### src/hdl/hash_table_insert_remove_assert.svh
// Assertion macros for the bucketed hash table.
`ifndef HASH_TABLE_INSERT_REMOVE_ASSERT_SVH
`define HASH_TABLE_INSERT_REMOVE_ASSERT_SVH

// Same-cycle implication, sampled on clk_i, off while rst_ni is low.
`define HTIR_ASSERT_NOW(lbl, ante, cons, msg) \
  lbl: assert property (@(posedge clk_i) disable iff (!rst_ni) (ante) |-> (cons)) \
    else $error(msg);

// Next-cycle implication, sampled on clk_i, off while rst_ni is low.
`define HTIR_ASSERT_NEXT(lbl, ante, cons, msg) \
  lbl: assert property (@(posedge clk_i) disable iff (!rst_ni) (ante) |=> (cons)) \
    else $error(msg);

`endif

### src/hdl/htir_pkg.sv
// Shared constants, types and helpers of the bucketed hash table.
`timescale 1ns / 1ps
package htir_pkg;

  localparam int CMD_W  = 1;
  localparam int KEY_W  = 31;
  localparam int VAL_W  = 32;
  localparam int STAT_W = 3;
  localparam int BKT_W  = 4;
  localparam int CFG_W  = 5;
  localparam int CFG_MAX = (1 << CFG_W) - 1;

  localparam int APB_DW = 32;
  localparam int APB_AW = 3;

  localparam int DEF_NUM_BUCKETS = 16;
  localparam int DEF_BUCKET_WAYS = 4;

  localparam logic [CFG_W-1:0] RESET_BUCKET_COUNT = 5'd10;

  // Word index of the bucket count register (paddr bit above the byte offset).
  localparam logic REG_BUCKET_COUNT = 1'b0;

  // Modulo unit: key bits retired per cycle and number of steps.
  localparam int MOD_BITS   = 8;
  localparam int MOD_STEPS  = (KEY_W + MOD_BITS - 1) / MOD_BITS;
  localparam int MOD_W      = MOD_STEPS * MOD_BITS;
  localparam int MOD_STEP_W = (MOD_STEPS > 1) ? $clog2(MOD_STEPS) : 1;

  typedef enum logic [CMD_W-1:0] {
    OP_INSERT = 1'b0,
    OP_REMOVE = 1'b1
  } op_e;

  typedef enum logic [STAT_W-1:0] {
    ST_INSERTED  = 3'd0,
    ST_REPLACED  = 3'd1,
    ST_REMOVED   = 3'd2,
    ST_NOT_FOUND = 3'd3,
    ST_FULL      = 3'd4
  } status_e;

  typedef enum logic [2:0] {
    S_CLEAR,
    S_IDLE,
    S_MOD,
    S_READ,
    S_EVAL
  } htir_state_e;

  typedef struct packed {
    logic                 vld;
    logic [KEY_W-1:0]     key;
    logic [VAL_W-1:0]     value;
  } entry_t;

  typedef struct packed {
    logic clear;
    logic load;
    logic mod_step;
    logic rd;
    logic commit;
  } htir_cmd_t;

  typedef struct packed {
    logic clr_last;
    logic mod_last;
    logic out_free;
  } htir_sts_t;

  // Largest bucket count that can be in use: bounded by the table and the register.
  function automatic int max_count(int num_buckets);
    return (num_buckets < CFG_MAX) ? num_buckets : CFG_MAX;
  endfunction

endpackage

### src/hdl/htir_if.sv
// Valid/ready channel interfaces for operations and results.
`timescale 1ns / 1ps
interface htir_in_if import htir_pkg::*; ();
  logic                    valid;
  logic                    ready;
  logic [CMD_W-1:0]        cmd;
  logic [KEY_W-1:0]        key;
  logic signed [VAL_W-1:0] value;

  modport source (output valid, output cmd, output key, output value, input ready);
  modport sink   (input valid, input cmd, input key, input value, output ready);
endinterface

interface htir_out_if import htir_pkg::*; ();
  logic              valid;
  logic              ready;
  logic [STAT_W-1:0] status;
  logic [BKT_W-1:0]  bucket;

  modport source (output valid, output status, output bucket, input ready);
  modport sink   (input valid, input status, input bucket, output ready);
endinterface

### src/hdl/htir_mod.sv
// Iterative key modulo bucket count, several remainder steps per cycle.
`timescale 1ns / 1ps
module htir_mod import htir_pkg::*; (
  input  logic             clk_i,
  input  logic             rst_ni,
  input  logic             start_i,
  input  logic             step_i,
  input  logic [KEY_W-1:0] key_i,
  input  logic [CFG_W-1:0] div_i,
  output logic [CFG_W-1:0] rem_o,
  output logic             last_o
);

  logic [MOD_W-1:0]      sh_q, sh_d;
  logic [CFG_W-1:0]      rem_q, rem_d;
  logic [MOD_STEP_W-1:0] cnt_q;
  logic [CFG_W:0]        t;
  logic [CFG_W-1:0]      r;
  logic [MOD_W-1:0]      s;

  // Remainder stays below the divisor, so one conditional subtract per bit.
  always_comb begin
    r = rem_q;
    s = sh_q;
    t = '0;
    for (int i = 0; i < MOD_BITS; i++) begin
      t = {r, s[MOD_W-1]};
      s = {s[MOD_W-2:0], 1'b0};
      if (t >= {1'b0, div_i}) begin
        t = t - {1'b0, div_i};
      end
      r = t[CFG_W-1:0];
    end
    rem_d = r;
    sh_d  = s;
  end

  always_ff @(posedge clk_i) begin
    if (start_i) begin
      sh_q  <= MOD_W'(key_i);
      rem_q <= '0;
    end else if (step_i) begin
      sh_q  <= sh_d;
      rem_q <= rem_d;
    end
  end

  always_ff @(posedge clk_i or negedge rst_ni) begin
    if (!rst_ni) begin
      cnt_q <= '0;
    end else if (start_i) begin
      cnt_q <= '0;
    end else if (step_i) begin
      cnt_q <= cnt_q + 1'b1;
    end
  end

  assign rem_o  = rem_q;
  assign last_o = (cnt_q == MOD_STEP_W'(MOD_STEPS - 1));

endmodule

### src/hdl/htir_dp.sv
// Datapath: operand capture, modulo unit, bucket row memory, way search, result register.
`timescale 1ns / 1ps
module htir_dp import htir_pkg::*; #(
  parameter int NUM_BUCKETS = DEF_NUM_BUCKETS,
  parameter int BUCKET_WAYS = DEF_BUCKET_WAYS
) (
  input  logic                    clk_i,
  input  logic                    rst_ni,
  input  htir_cmd_t               cmd_i,
  output htir_sts_t               sts_o,
  input  logic [CMD_W-1:0]        in_cmd_i,
  input  logic [KEY_W-1:0]        in_key_i,
  input  logic signed [VAL_W-1:0] in_value_i,
  input  logic [CFG_W-1:0]        eff_cnt_i,
  input  logic                    out_ready_i,
  output logic                    out_valid_o,
  output logic [STAT_W-1:0]       out_status_o,
  output logic [BKT_W-1:0]        out_bucket_o
);

  localparam int MAX_CNT = max_count(NUM_BUCKETS);
  localparam int ROW_W   = (MAX_CNT > 1) ? $clog2(MAX_CNT) : 1;
  localparam int WAY_W   = (BUCKET_WAYS > 1) ? $clog2(BUCKET_WAYS) : 1;

  typedef entry_t [BUCKET_WAYS-1:0] row_t;

  logic [CMD_W-1:0]  op_q;
  logic [KEY_W-1:0]  key_q;
  logic [VAL_W-1:0]  val_q;
  logic [CFG_W-1:0]  rem;
  logic              mod_last;
  logic [ROW_W-1:0]  idx;
  logic [ROW_W-1:0]  clr_q;
  row_t              mem_q [MAX_CNT];
  row_t              row_q, row_d;
  logic              hit_found, free_found;
  logic [WAY_W-1:0]  hit_idx, free_idx;
  status_e           status_d;
  logic              out_valid_q;
  logic [STAT_W-1:0] out_status_q;
  logic [BKT_W-1:0]  out_bucket_q;

  always_ff @(posedge clk_i) begin
    if (cmd_i.load) begin
      op_q  <= in_cmd_i;
      key_q <= in_key_i;
      val_q <= in_value_i;
    end
  end

  htir_mod u_mod (
    .clk_i   (clk_i),
    .rst_ni  (rst_ni),
    .start_i (cmd_i.load),
    .step_i  (cmd_i.mod_step),
    .key_i   (in_key_i),
    .div_i   (eff_cnt_i),
    .rem_o   (rem),
    .last_o  (mod_last)
  );

  assign idx = rem[ROW_W-1:0];

  // Search the bucket row: first matching valid way, first free way; then form the updated row and the status.
  always_comb begin
    hit_found  = 1'b0;
    free_found = 1'b0;
    hit_idx    = '0;
    free_idx   = '0;
    for (int w = 0; w < BUCKET_WAYS; w++) begin
      if (row_q[w].vld) begin
        if (!hit_found && (row_q[w].key == key_q)) begin
          hit_found = 1'b1;
          hit_idx   = WAY_W'(w);
        end
      end else if (!free_found) begin
        free_found = 1'b1;
        free_idx   = WAY_W'(w);
      end
    end

    row_d    = row_q;
    status_d = ST_NOT_FOUND;
    if (op_q == OP_INSERT) begin
      if (hit_found) begin
        row_d[hit_idx].value = val_q;
        status_d             = ST_REPLACED;
      end else if (free_found) begin
        row_d[free_idx].vld   = 1'b1;
        row_d[free_idx].key   = key_q;
        row_d[free_idx].value = val_q;
        status_d              = ST_INSERTED;
      end else begin
        status_d = ST_FULL;
      end
    end else begin
      if (hit_found) begin
        row_d[hit_idx].vld = 1'b0;
        status_d           = ST_REMOVED;
      end
    end
  end

  // Row memory: one write port (clear or write-back), one registered read port.
  always_ff @(posedge clk_i) begin
    if (cmd_i.clear) begin
      mem_q[clr_q] <= '0;
    end else if (cmd_i.commit) begin
      mem_q[idx] <= row_d;
    end
    if (cmd_i.rd) begin
      row_q <= mem_q[idx];
    end
  end

  always_ff @(posedge clk_i or negedge rst_ni) begin
    if (!rst_ni) begin
      clr_q <= '0;
    end else if (cmd_i.clear) begin
      clr_q <= clr_q + 1'b1;
    end
  end

  always_ff @(posedge clk_i or negedge rst_ni) begin
    if (!rst_ni) begin
      out_valid_q <= 1'b0;
    end else if (cmd_i.commit) begin
      out_valid_q <= 1'b1;
    end else if (out_ready_i) begin
      out_valid_q <= 1'b0;
    end
  end

  always_ff @(posedge clk_i) begin
    if (cmd_i.commit) begin
      out_status_q <= status_d;
      out_bucket_q <= rem[BKT_W-1:0];
    end
  end

  assign sts_o.clr_last = (clr_q == ROW_W'(MAX_CNT - 1));
  assign sts_o.mod_last = mod_last;
  assign sts_o.out_free = !out_valid_q || out_ready_i;

  assign out_valid_o  = out_valid_q;
  assign out_status_o = out_status_q;
  assign out_bucket_o = out_bucket_q;

endmodule

### src/hdl/htir_ctrl.sv
// Controller: sequences clearing, modulo, row read and write-back.
`timescale 1ns / 1ps
module htir_ctrl import htir_pkg::*; (
  input  logic      clk_i,
  input  logic      rst_ni,
  input  logic      in_valid_i,
  output logic      in_ready_o,
  input  htir_sts_t sts_i,
  output htir_cmd_t cmd_o
);

  htir_state_e state_q, state_d;

  always_ff @(posedge clk_i or negedge rst_ni) begin
    if (!rst_ni) begin
      state_q <= S_CLEAR;
    end else begin
      state_q <= state_d;
    end
  end

  always_comb begin
    state_d    = state_q;
    cmd_o      = '0;
    in_ready_o = 1'b0;
    case (state_q)
      S_CLEAR: begin
        cmd_o.clear = 1'b1;
        if (sts_i.clr_last) begin
          state_d = S_IDLE;
        end
      end
      S_IDLE: begin
        in_ready_o = 1'b1;
        if (in_valid_i) begin
          cmd_o.load = 1'b1;
          state_d    = S_MOD;
        end
      end
      S_MOD: begin
        cmd_o.mod_step = 1'b1;
        if (sts_i.mod_last) begin
          state_d = S_READ;
        end
      end
      S_READ: begin
        cmd_o.rd = 1'b1;
        state_d  = S_EVAL;
      end
      S_EVAL: begin
        // hold the row until the result register can take the transfer
        if (sts_i.out_free) begin
          cmd_o.commit = 1'b1;
          state_d      = S_IDLE;
        end
      end
      default: begin
        state_d = S_IDLE;
      end
    endcase
  end

endmodule

### src/hdl/hash_table_insert_remove.sv
// Top level of the bucketed key-value hash table with its register port.
// Operations arrive on in_i (cmd, key, value): cmd 0 inserts or replaces the
// value of key, cmd 1 removes key. Each operation gives exactly one result
// on out_o: status (inserted, replaced, removed, not found, full) and the
// bucket that the key hashed to, key modulo the bucket count register.
// The bucket count is written over the APB port at address 0; 0 acts as 1
// and values above the table's bucket count act as that count.
// Sequence: an operation is taken, the modulo unit retires eight key bits a cycle
// over its steps, then the bucket row is read and written back with the result.
// No new operation is taken until the previous one has been written back.
// The result sits in an output register: the next operation is taken while
// it waits, and only its write-back holds while the receiver stalls.
// After reset the row memory is swept once to clear all valid marks, one row
// a cycle; no operation is taken until then, while register writes are taken
// at all times.
`timescale 1ns / 1ps
`include "hash_table_insert_remove_assert.svh"
module hash_table_insert_remove import htir_pkg::*; #(
  parameter int NUM_BUCKETS = DEF_NUM_BUCKETS,
  parameter int BUCKET_WAYS = DEF_BUCKET_WAYS
) (
  input  logic              clk_i,
  input  logic              rst_ni,
  htir_in_if.sink           in_i,
  htir_out_if.source        out_o,
  input  logic              psel,
  input  logic              penable,
  input  logic              pwrite,
  input  logic [APB_AW-1:0] paddr,
  input  logic [APB_DW-1:0] pwdata,
  output logic [APB_DW-1:0] prdata,
  output logic              pready
);

  localparam int MAX_CNT = max_count(NUM_BUCKETS);

  logic [CFG_W-1:0] cnt_q;
  logic [CFG_W-1:0] eff_cnt;
  htir_cmd_t        cmd;
  htir_sts_t        sts;

  assign pready = 1'b1;

  always_ff @(posedge clk_i or negedge rst_ni) begin
    if (!rst_ni) begin
      cnt_q <= RESET_BUCKET_COUNT;
    end else if (psel && penable && pwrite && (paddr[APB_AW-1] == REG_BUCKET_COUNT)) begin
      cnt_q <= pwdata[CFG_W-1:0];
    end
  end

  assign prdata = (paddr[APB_AW-1] == REG_BUCKET_COUNT) ? APB_DW'(cnt_q) : '0;

  always_comb begin
    if (cnt_q == '0) begin
      eff_cnt = CFG_W'(1);
    end else if (int'(cnt_q) > MAX_CNT) begin
      eff_cnt = CFG_W'(MAX_CNT);
    end else begin
      eff_cnt = cnt_q;
    end
  end

  htir_ctrl u_ctrl (
    .clk_i      (clk_i),
    .rst_ni     (rst_ni),
    .in_valid_i (in_i.valid),
    .in_ready_o (in_i.ready),
    .sts_i      (sts),
    .cmd_o      (cmd)
  );

  htir_dp #(
    .NUM_BUCKETS (NUM_BUCKETS),
    .BUCKET_WAYS (BUCKET_WAYS)
  ) u_dp (
    .clk_i        (clk_i),
    .rst_ni       (rst_ni),
    .cmd_i        (cmd),
    .sts_o        (sts),
    .in_cmd_i     (in_i.cmd),
    .in_key_i     (in_i.key),
    .in_value_i   (in_i.value),
    .eff_cnt_i    (eff_cnt),
    .out_ready_i  (out_o.ready),
    .out_valid_o  (out_o.valid),
    .out_status_o (out_o.status),
    .out_bucket_o (out_o.bucket)
  );

  `HTIR_ASSERT_NOW(a_no_take_while_clearing, cmd.clear, !in_i.ready, "operation taken during clear sweep")
  `HTIR_ASSERT_NEXT(a_one_in_flight, in_i.valid && in_i.ready, !in_i.ready, "second operation taken while busy")
  `HTIR_ASSERT_NOW(a_bucket_in_range, out_o.valid, CFG_W'(out_o.bucket) < eff_cnt, "bucket not below bucket count")

endmodule

### src/flat_wrapper.sv
// flat-port wrapper written by rule: the top's interface ports become plain ports
module hash_table_insert_remove_flat import htir_pkg::*;
#(
  parameter int NUM_BUCKETS = DEF_NUM_BUCKETS,
  parameter int BUCKET_WAYS = DEF_BUCKET_WAYS
)
  (clk_i, rst_ni, psel, penable, pwrite, paddr, pwdata, prdata, pready, in_i_valid, in_i_cmd, in_i_key, in_i_value, in_i_ready, out_o_valid, out_o_status, out_o_bucket, out_o_ready);
  htir_in_if in_i_i ();
  htir_out_if out_o_i ();
  input  logic clk_i;
  input  logic rst_ni;
  input  logic psel;
  input  logic penable;
  input  logic pwrite;
  input  logic [APB_AW-1:0] paddr;
  input  logic [APB_DW-1:0] pwdata;
  output logic [APB_DW-1:0] prdata;
  output logic pready;
  input wire logic [$bits(in_i_i.valid)-1:0] in_i_valid;
  input wire logic [$bits(in_i_i.cmd)-1:0] in_i_cmd;
  input wire logic [$bits(in_i_i.key)-1:0] in_i_key;
  input wire logic [$bits(in_i_i.value)-1:0] in_i_value;
  output wire logic [$bits(in_i_i.ready)-1:0] in_i_ready;
  output wire logic [$bits(out_o_i.valid)-1:0] out_o_valid;
  output wire logic [$bits(out_o_i.status)-1:0] out_o_status;
  output wire logic [$bits(out_o_i.bucket)-1:0] out_o_bucket;
  input wire logic [$bits(out_o_i.ready)-1:0] out_o_ready;
  assign in_i_i.valid = in_i_valid;
  assign in_i_i.cmd = in_i_cmd;
  assign in_i_i.key = in_i_key;
  assign in_i_i.value = in_i_value;
  assign in_i_ready = in_i_i.ready;
  assign out_o_valid = out_o_i.valid;
  assign out_o_status = out_o_i.status;
  assign out_o_bucket = out_o_i.bucket;
  assign out_o_i.ready = out_o_ready;
  hash_table_insert_remove #(.NUM_BUCKETS(NUM_BUCKETS), .BUCKET_WAYS(BUCKET_WAYS)) u_core (.clk_i(clk_i), .rst_ni(rst_ni), .in_i(in_i_i), .out_o(out_o_i), .psel(psel), .penable(penable), .pwrite(pwrite), .paddr(paddr), .pwdata(pwdata), .prdata(prdata), .pready(pready));
endmodule
### config.mk
export PLATFORM = sky130hd
export DESIGN_NAME = hash_table_insert_remove_flat
export DESIGN_NICKNAME = d
export VERILOG_FILES = /design/src/hdl/htir_pkg.sv /design/src/hdl/htir_if.sv /design/src/hdl/htir_mod.sv /design/src/hdl/htir_dp.sv /design/src/hdl/htir_ctrl.sv /design/src/hdl/hash_table_insert_remove.sv /design/src/flat_wrapper.sv
export VERILOG_INCLUDE_DIRS = /design/src /design/src/hdl
export SDC_FILE = /design/constraint.sdc
export NUM_CORES = 2
export LEC_CHECK = 0
export BUFFER_PORTS_ARGS = -buffer_cell sky130_fd_sc_hd__buf_4
export CORE_MARGIN = 2
export CORE_UTILIZATION = 40
export CTS_CLUSTER_DIAMETER = 30
export DETAILED_ROUTE_END_ITERATION = 8
export PLACE_DENSITY = 0.6
export SYNTH_ARGS = -nofsm -noshare
export SYNTH_HDL_FRONTEND = slang
export SYNTH_SLANG_ARGS = --single-unit
### constraint.sdc
create_clock -name clk_i -period 14.8 [get_ports clk_i]
set_input_delay 0.74 -clock clk_i [delete_from_list [all_inputs] [get_ports clk_i]]
set_output_delay 0.74 -clock clk_i [all_outputs]
set_load 0.02 [all_outputs]
# Word-level counts from Yosys, hierarchy flattened
# Memory sizes are Yosys's and may differ from the RTL's. A register that Yosys moved wholly into a read port is not among the register bits.
# Index checks and enable logic that the tools add are counted.
[classes]
add_sub_neg = 10
n_lt_le_gt_ge = 13
eq_ne = 14
n_mux = 85
bitwise = 1
reduce_logical = 19
[op_table]
columns = ["op", "n"]
rows = [
  ["bitwise mux 256 bit", 5],
  ["2-to-1 mux 256 bit", 5],
  ["demux 64 bit (select 2 bit)", 5],
  ["OR reduction 256 bit", 1],
  ["2-to-1 mux 64 bit", 2],
  ["== test 31 bit", 4],
  ["2-to-1 mux 32 bit", 2],
  ["2-to-1 mux 63 bit", 1],
  ["2-to-1 mux 31 bit", 2],
  ["2-to-1 mux 5 bit", 11],
  [">= comparator 6 x 5 -> 1 bit", 8],
  ["subtractor 5 bit", 8],
  ["2-to-1 mux 1 bit", 33],
  ["2-to-1 mux 3 bit", 7],
  ["2-to-1 mux 2 bit", 10],
  ["one-hot mux 3 bit (5 select lines)", 1],
  ["logical AND 1 bit", 8],
  ["== test 3 x 2 -> 1 bit, second input constant", 2],
  ["less-than comparator 2 x 3 -> 1 bit, second input constant", 2],
  ["> comparator 5 bit, second input constant", 1],
  ["logical NOT 5 bit", 1],
  ["adder 4 x 1 -> 4 bit, second input constant", 1],
  ["== test 4 bit, second input constant", 1],
  [">= comparator 2 x 1 -> 1 bit, second input constant", 2],
  ["other kinds (13)", 19],
]
[totals]
register_bits = 123
mem_bits_rw = 4096
input_bits = 106
word_cells = 156
memories = 1
[memory_table]
columns = ["name", "words", "width", "rd", "rd_clocked_by_memory_dff", "wr", "line_no", "source"]
rows = [
  ["u_core.u_dp.mem_q", 16, 256, 1, 1, 1, "htir_dp.sv:34", "row_t mem_q [MAX_CNT];"],
]

# Depth between registers and ports, before layout
[depth]
word_depth = 23
mapped_depth = 69
ltp_nobuf = 67

# Cells and area by module
# From an unflattened synthesis, not the netlist that was laid out.
[unflattened]
cells_unflattened = 4278
hier_area_um2 = 90763.3
[by_module_without_submodules]
columns = ["module", "n_inst", "cells_per_inst", "area_each_um2"]
rows = [
  ["htir_dp", 1, 3784, 86065.0],
  ["htir_mod", 1, 423, 4008.8],
  ["hash_table_insert_remove", 1, 53, 501.7],
  ["htir_ctrl", 1, 18, 187.7],
]

# Least setup slack after synthesis
# No wires, ideal clock.
[synth_timing]
path_type = "register to register"
startpoint = "reg u_core.cnt_q[3]"
endpoint = "reg u_core.u_dp.u_mod.rem_q[0] (netlist: u_core.u_dp.u_mod.rem_o[0])"
t_arrival_ps = 13018
setup_slack_ps = 1696
stages_incl_launch_ff = 66
path_buffers = 2
path_cell_list = "dfstp_2 > nor3_1 > nor2_1 > nor2_1 > ha_1 > inv_1 > fa_1 > a21oi_1 > or2_2 > nand2_1 > o21ai_0 > inv_1 > ha_1 > a41o_1 > o22a_1 > nor3_1 > mux2_2 > fa_1 > [30 not listed] > nor2b_1 > o21ai_0 > nand2b_1 > a41o_1 > a21oi_1 > o21ai_0 > a21o_1 > or2_1 > buf_6 > mux2i_1 > fa_1 > a21o_1 > a21oi_1 > nand2_1 > a21oi_1 > o211ai_4 > mux2_4 > o22ai_2"
[synth_between]
elab_chain_cells = 19
[synth_lines]
columns = ["item", "line_no", "source"]
rows = [
  ["start, declared", "hash_table_insert_remove.sv:37", "logic [CFG_W-1:0] cnt_q;"],
  ["start signal, assigned", "hash_table_insert_remove.sv:48", "cnt_q <= pwdata[CFG_W-1:0];"],
  ["> comparator 5 bit", "hash_table_insert_remove.sv:57", "end else if (int'(cnt_q) > MAX_CNT) begin"],
  ["2-to-1 mux 5 bit", "hash_table_insert_remove.sv:57", ""],
  ["2-to-1 mux 5 bit (*)", "hash_table_insert_remove.sv:55", "if (cnt_q == '0) begin"],
  ["subtractor 5 bit / >= comparator 6 x 5 -> 1 bit (equally long branches)", "htir_mod.sv:30, htir_mod.sv:29", ""],
  ["2-to-1 mux 5 bit", "htir_mod.sv:29", "if (t >= {1'b0, div_i}) begin"],
  ["subtractor 5 bit / >= comparator 6 x 5 -> 1 bit (equally long branches)", "htir_mod.sv:30, htir_mod.sv:29", ""],
  ["2-to-1 mux 5 bit", "htir_mod.sv:29", ""],
  ["subtractor 5 bit / >= comparator 6 x 5 -> 1 bit (equally long branches)", "htir_mod.sv:30, htir_mod.sv:29", ""],
  ["[3 not listed]", "-", ""],
  ["subtractor 5 bit / >= comparator 6 x 5 -> 1 bit (equally long branches)", "htir_mod.sv:30, htir_mod.sv:29", ""],
  ["2-to-1 mux 5 bit", "htir_mod.sv:29", ""],
  [">= comparator 6 x 5 -> 1 bit / subtractor 5 bit (equally long branches)", "htir_mod.sv:29, htir_mod.sv:30", ""],
  ["2-to-1 mux 5 bit", "htir_mod.sv:29", ""],
  ["subtractor 5 bit / >= comparator 6 x 5 -> 1 bit (equally long branches)", "htir_mod.sv:30, htir_mod.sv:29", ""],
  ["2-to-1 mux 5 bit", "htir_mod.sv:29", ""],
  [">= comparator 6 x 5 -> 1 bit", "htir_mod.sv:29", ""],
  ["2-to-1 mux 5 bit (*)", "htir_mod.sv:29", ""],
  ["end signal, assigned", "htir_mod.sv:44", "rem_q <= rem_d;"],
  ["end, declared", "htir_mod.sv:15", "logic [CFG_W-1:0] rem_q, rem_d;"],
]
# Mark *: on every way between the ends. The rest lies on a longest branch, timed or not.
# A chain may end at the register's enable or synchronous reset.

# Final worst setup path
# Ends and elaborated chain as after synthesis.

==> metrics.md <==
| Metric | Value |
|---|---|
| Syn Area/Cell | 22.2 sq um |
| Synth Cell Area | 89600 sq um |
| Worst path top cell family by delay | compound AO/OA/AOI/OAI gates |
| Initial Util | 0.403 |
| Die W | 477 microns |
| Crit. End Element | register |
| Worst endpoint data arrival time | 14800 ps |
| Final setup fails | 0 |
| Worst hold path class | primary input to register |
| H-tree depth | 5 |
| Clk root buf | clkbuf_16 |
| Final WS setup | 835 ps |
| Vias/cell | 5.66 |
| Synth Area in Compound Gates | 0.00885 |
| Routed Antenna Nets | 0 |
| Core area | 223000 sq um |
| Largest family of logic cells by synthesized area | multiplexers |
| Cell taking the most area after synthesis | edfxtp_1 |
| Post-Synth XOR/XNOR Area | 0.0148 |
| Adder-Cell Fraction of Synth Area | 0.00779 |
| Fraction of post-synthesis cell area in the top cell type by area | 0.752 |
| Share of layout cells above drive strength 1 | 0.333 |
| WS Path Type | register to register |
| Number of global-route vias before repair | 45300 |
| Worst-Skew Late Latency | 970 ps |
| CTS tree | built |
| Period minus WS final | 13970 ps |
| Worst slew margin | 0.226 |
| Gpl congestion | 0.778 |
| Max_cap viols | 0 |
| Residual DRC | 0 |
| Clock Path Buffers | 4 |
| Die Footprint | 228000 sq um |
| Layout area overhead | 22.1% |
| Clock skew | 72.9 ps |
| Worst path most repeated cell | ha_1 |
| Post-synthesis sequential element count | between 2000 and 2500 |
| Chip height | roughly 480 microns |
| Fin. Hold Viols | 0 |
| Initial antenna violation count | 10 |
| Fill count | approximately 18000 |
| Synth Area in Simple Gates | 0.0191 |
| Crit-path max FO | 7 |
| DRT iter0 DRCs | a little under 5000 |
| Most common cell after layout, fill and taps aside | edfxtp_1 |
| Most frequent cells in the layout | edfxtp_1 (2246), mux4_2 (628), clkbuf_16 (457) |
| Top post-synthesis cells by area | edfxtp_1 (75%), mux4_2 (16%), mux2i_1 (1.5%) |
| Slowest stage delay, CP | between 400 and 500 ps |
| Number of port buffers | 58 |
| Sequential share of the synthesized area | 0.758 |
| Gr usage total | 0.200 |
| Post-DP HPWL | 113000 microns |
| Num CTS Buffers | 451 |
| Mux share of post-synthesis cell area | 0.178 |
| Crit start category | register |
| Status | finished clean |
| Number of nets in the layout | 4614 |
| Yosys Warn Count | 0 |
| Least-Margin Pin Slew | 1160 ps |
| Distinct cells, synth | 68 |
| Total wire length | around 230000 microns |
| Row count | 173 |
| Via count | 44100 |
| Largest net degree at the start of global routing | 130 |
| Worst path slowest cell | fa_1 |
| First-pass GRT wire length | between 300000 and 400000 microns |
| Grt ovf | 0 |
| Post-Place Worst Slack | between 200 and 300 ps |
| Worst path required time | between 15000 and 20000 ps |
| Fmax | 0.0716 GHz |
| Max Transition Viols Final | 0 |
| Clock Sinks | about 2300 |
| Post-synth EDFFs | ~2200 |
| Routed length per instance | 29.5 microns |
| Syn Inst Count | 4044 |
| Buf+Inv Stages, Crit Path | 4 |
| Io pins | 148 |
| Async set or reset register ratio after synthesis | 0.00662 |
| Final Cycle Share | 0.944 |
| Clock Pin Slew Worst Setup and Hold Paths | about 50 ps |
| Top FF cell, synth | edfxtp_1 |
| Pre-antenna DRT Iters | 6 |
==> registers in the layout, summed over array words and instances (netlist names) <==
name,flops
u_core.u_dp.mem_q,2048
u_core.u_dp.row_q,128
u_core.u_dp.u_mod.sh_q,32
u_core.u_dp.key_q,31
u_core.cnt_q,5
u_core.u_dp.u_mod.rem_o,5
u_core.u_dp.clr_q,4
u_core.u_dp.out_bucket_o,4
u_core.u_ctrl.state_q,3
u_core.u_dp.out_status_o,3
u_core.u_dp.u_mod.cnt_q,2
u_core.u_dp.op_q,1
u_core.u_dp.out_valid_o,1
==> cell families (layout without fill, tap and decap cells) <==
kind of cell	after synthesis	count (layout)
AOI/OAI and AO/OA	114	114
xor gates and xnor gates	151	151
adders and majority gates	51	51
buffers and inverters	285	1039
DFF	2267	2267
muxes	804	804
other	2	33
and+or+nand+nor	370	370
==> layout make-up <==
type / count / area (sq um) / area share
tap: 2975 / 3720 / 0.0340
clock buffer: 489 / 11600 / 0.106
inverter: 42 / 165 / 0.00151
sequential: 2267 / 68000 / 0.621
antenna: 5 / 12.5 / 0.000114
clock inverter: 331 / 3620 / 0.0331
multi-input combinational: 1518 / 20800 / 0.191
timing repair buffer: 177 / 1550 / 0.0142
==> cells in the mapped netlist (all sizes together), types with 13 or more instances <==
cell type and number:
mux2i 137, inv 42, dfrtp 13, edfxtp 2246
ha 43, xnor2 142, a21oi 23, a31oi 23
clkbuf 168, buf 75, nand4 34, a21o 13
nor2 168, and3 24, mux2 39, mux4 628
nand2 81, o21ai 18, nor3 13
==> metal layers <==
metal	part of all wire	global-route usage	vias up
li1	-	-	17900
met1	0.41	0.275	24000
met2	0.49	0.320	1863
met3	0.076	0.0426	399
met4	0.026	0.0642	4
met5	0.000070	0	-
==> path summary, 6_finish.rpt <==
kind	end	startpoint	depth (start not counted)	slack, ps
max	u_core.u_dp.u_mod.rem_o[0]	u_core.cnt_q[3]	63	830
min	u_core.u_dp.key_q[10]	in_i_key[10]	1	60
max in group asynchronous	u_core.cnt_q[3]	rst_ni	2	14290
min reg2reg	u_core.u_dp.u_mod.rem_o[4]	u_core.u_dp.u_mod.rem_o[4]	2	490
max reg2reg	u_core.u_dp.u_mod.rem_o[0]	u_core.cnt_q[3]	63	830
min in group asynchronous	u_core.u_dp.u_mod.cnt_q[0]	rst_ni	2	240
==> timing repair <==
item,CTS,global route
gates resized for setup,0,18
hold buffers,23,0
setup endpoints to repair,0,5
endpoints found under the hold margin,37,0
setup buffers,0,1
==> through the flow <==
stage                     hold slack (ps)  instances  utilization  instance area, sq um  TNS, ps
final                                61.2       7804        0.492                109000        0
after floorplan                       435       4070            -                 89700        0
after global placement                483       6955        0.422                 93900        0
after global routing                 6.32       7799        0.492                109000    -34.3
after CTS                            7.95       7798        0.491                109000        0
after detailed placement              487       6955        0.422                 93900        0
Power is left out: the tool's default activity adds up to more than one toggle a clock period on the data nets, which glitch-free logic cannot reach.
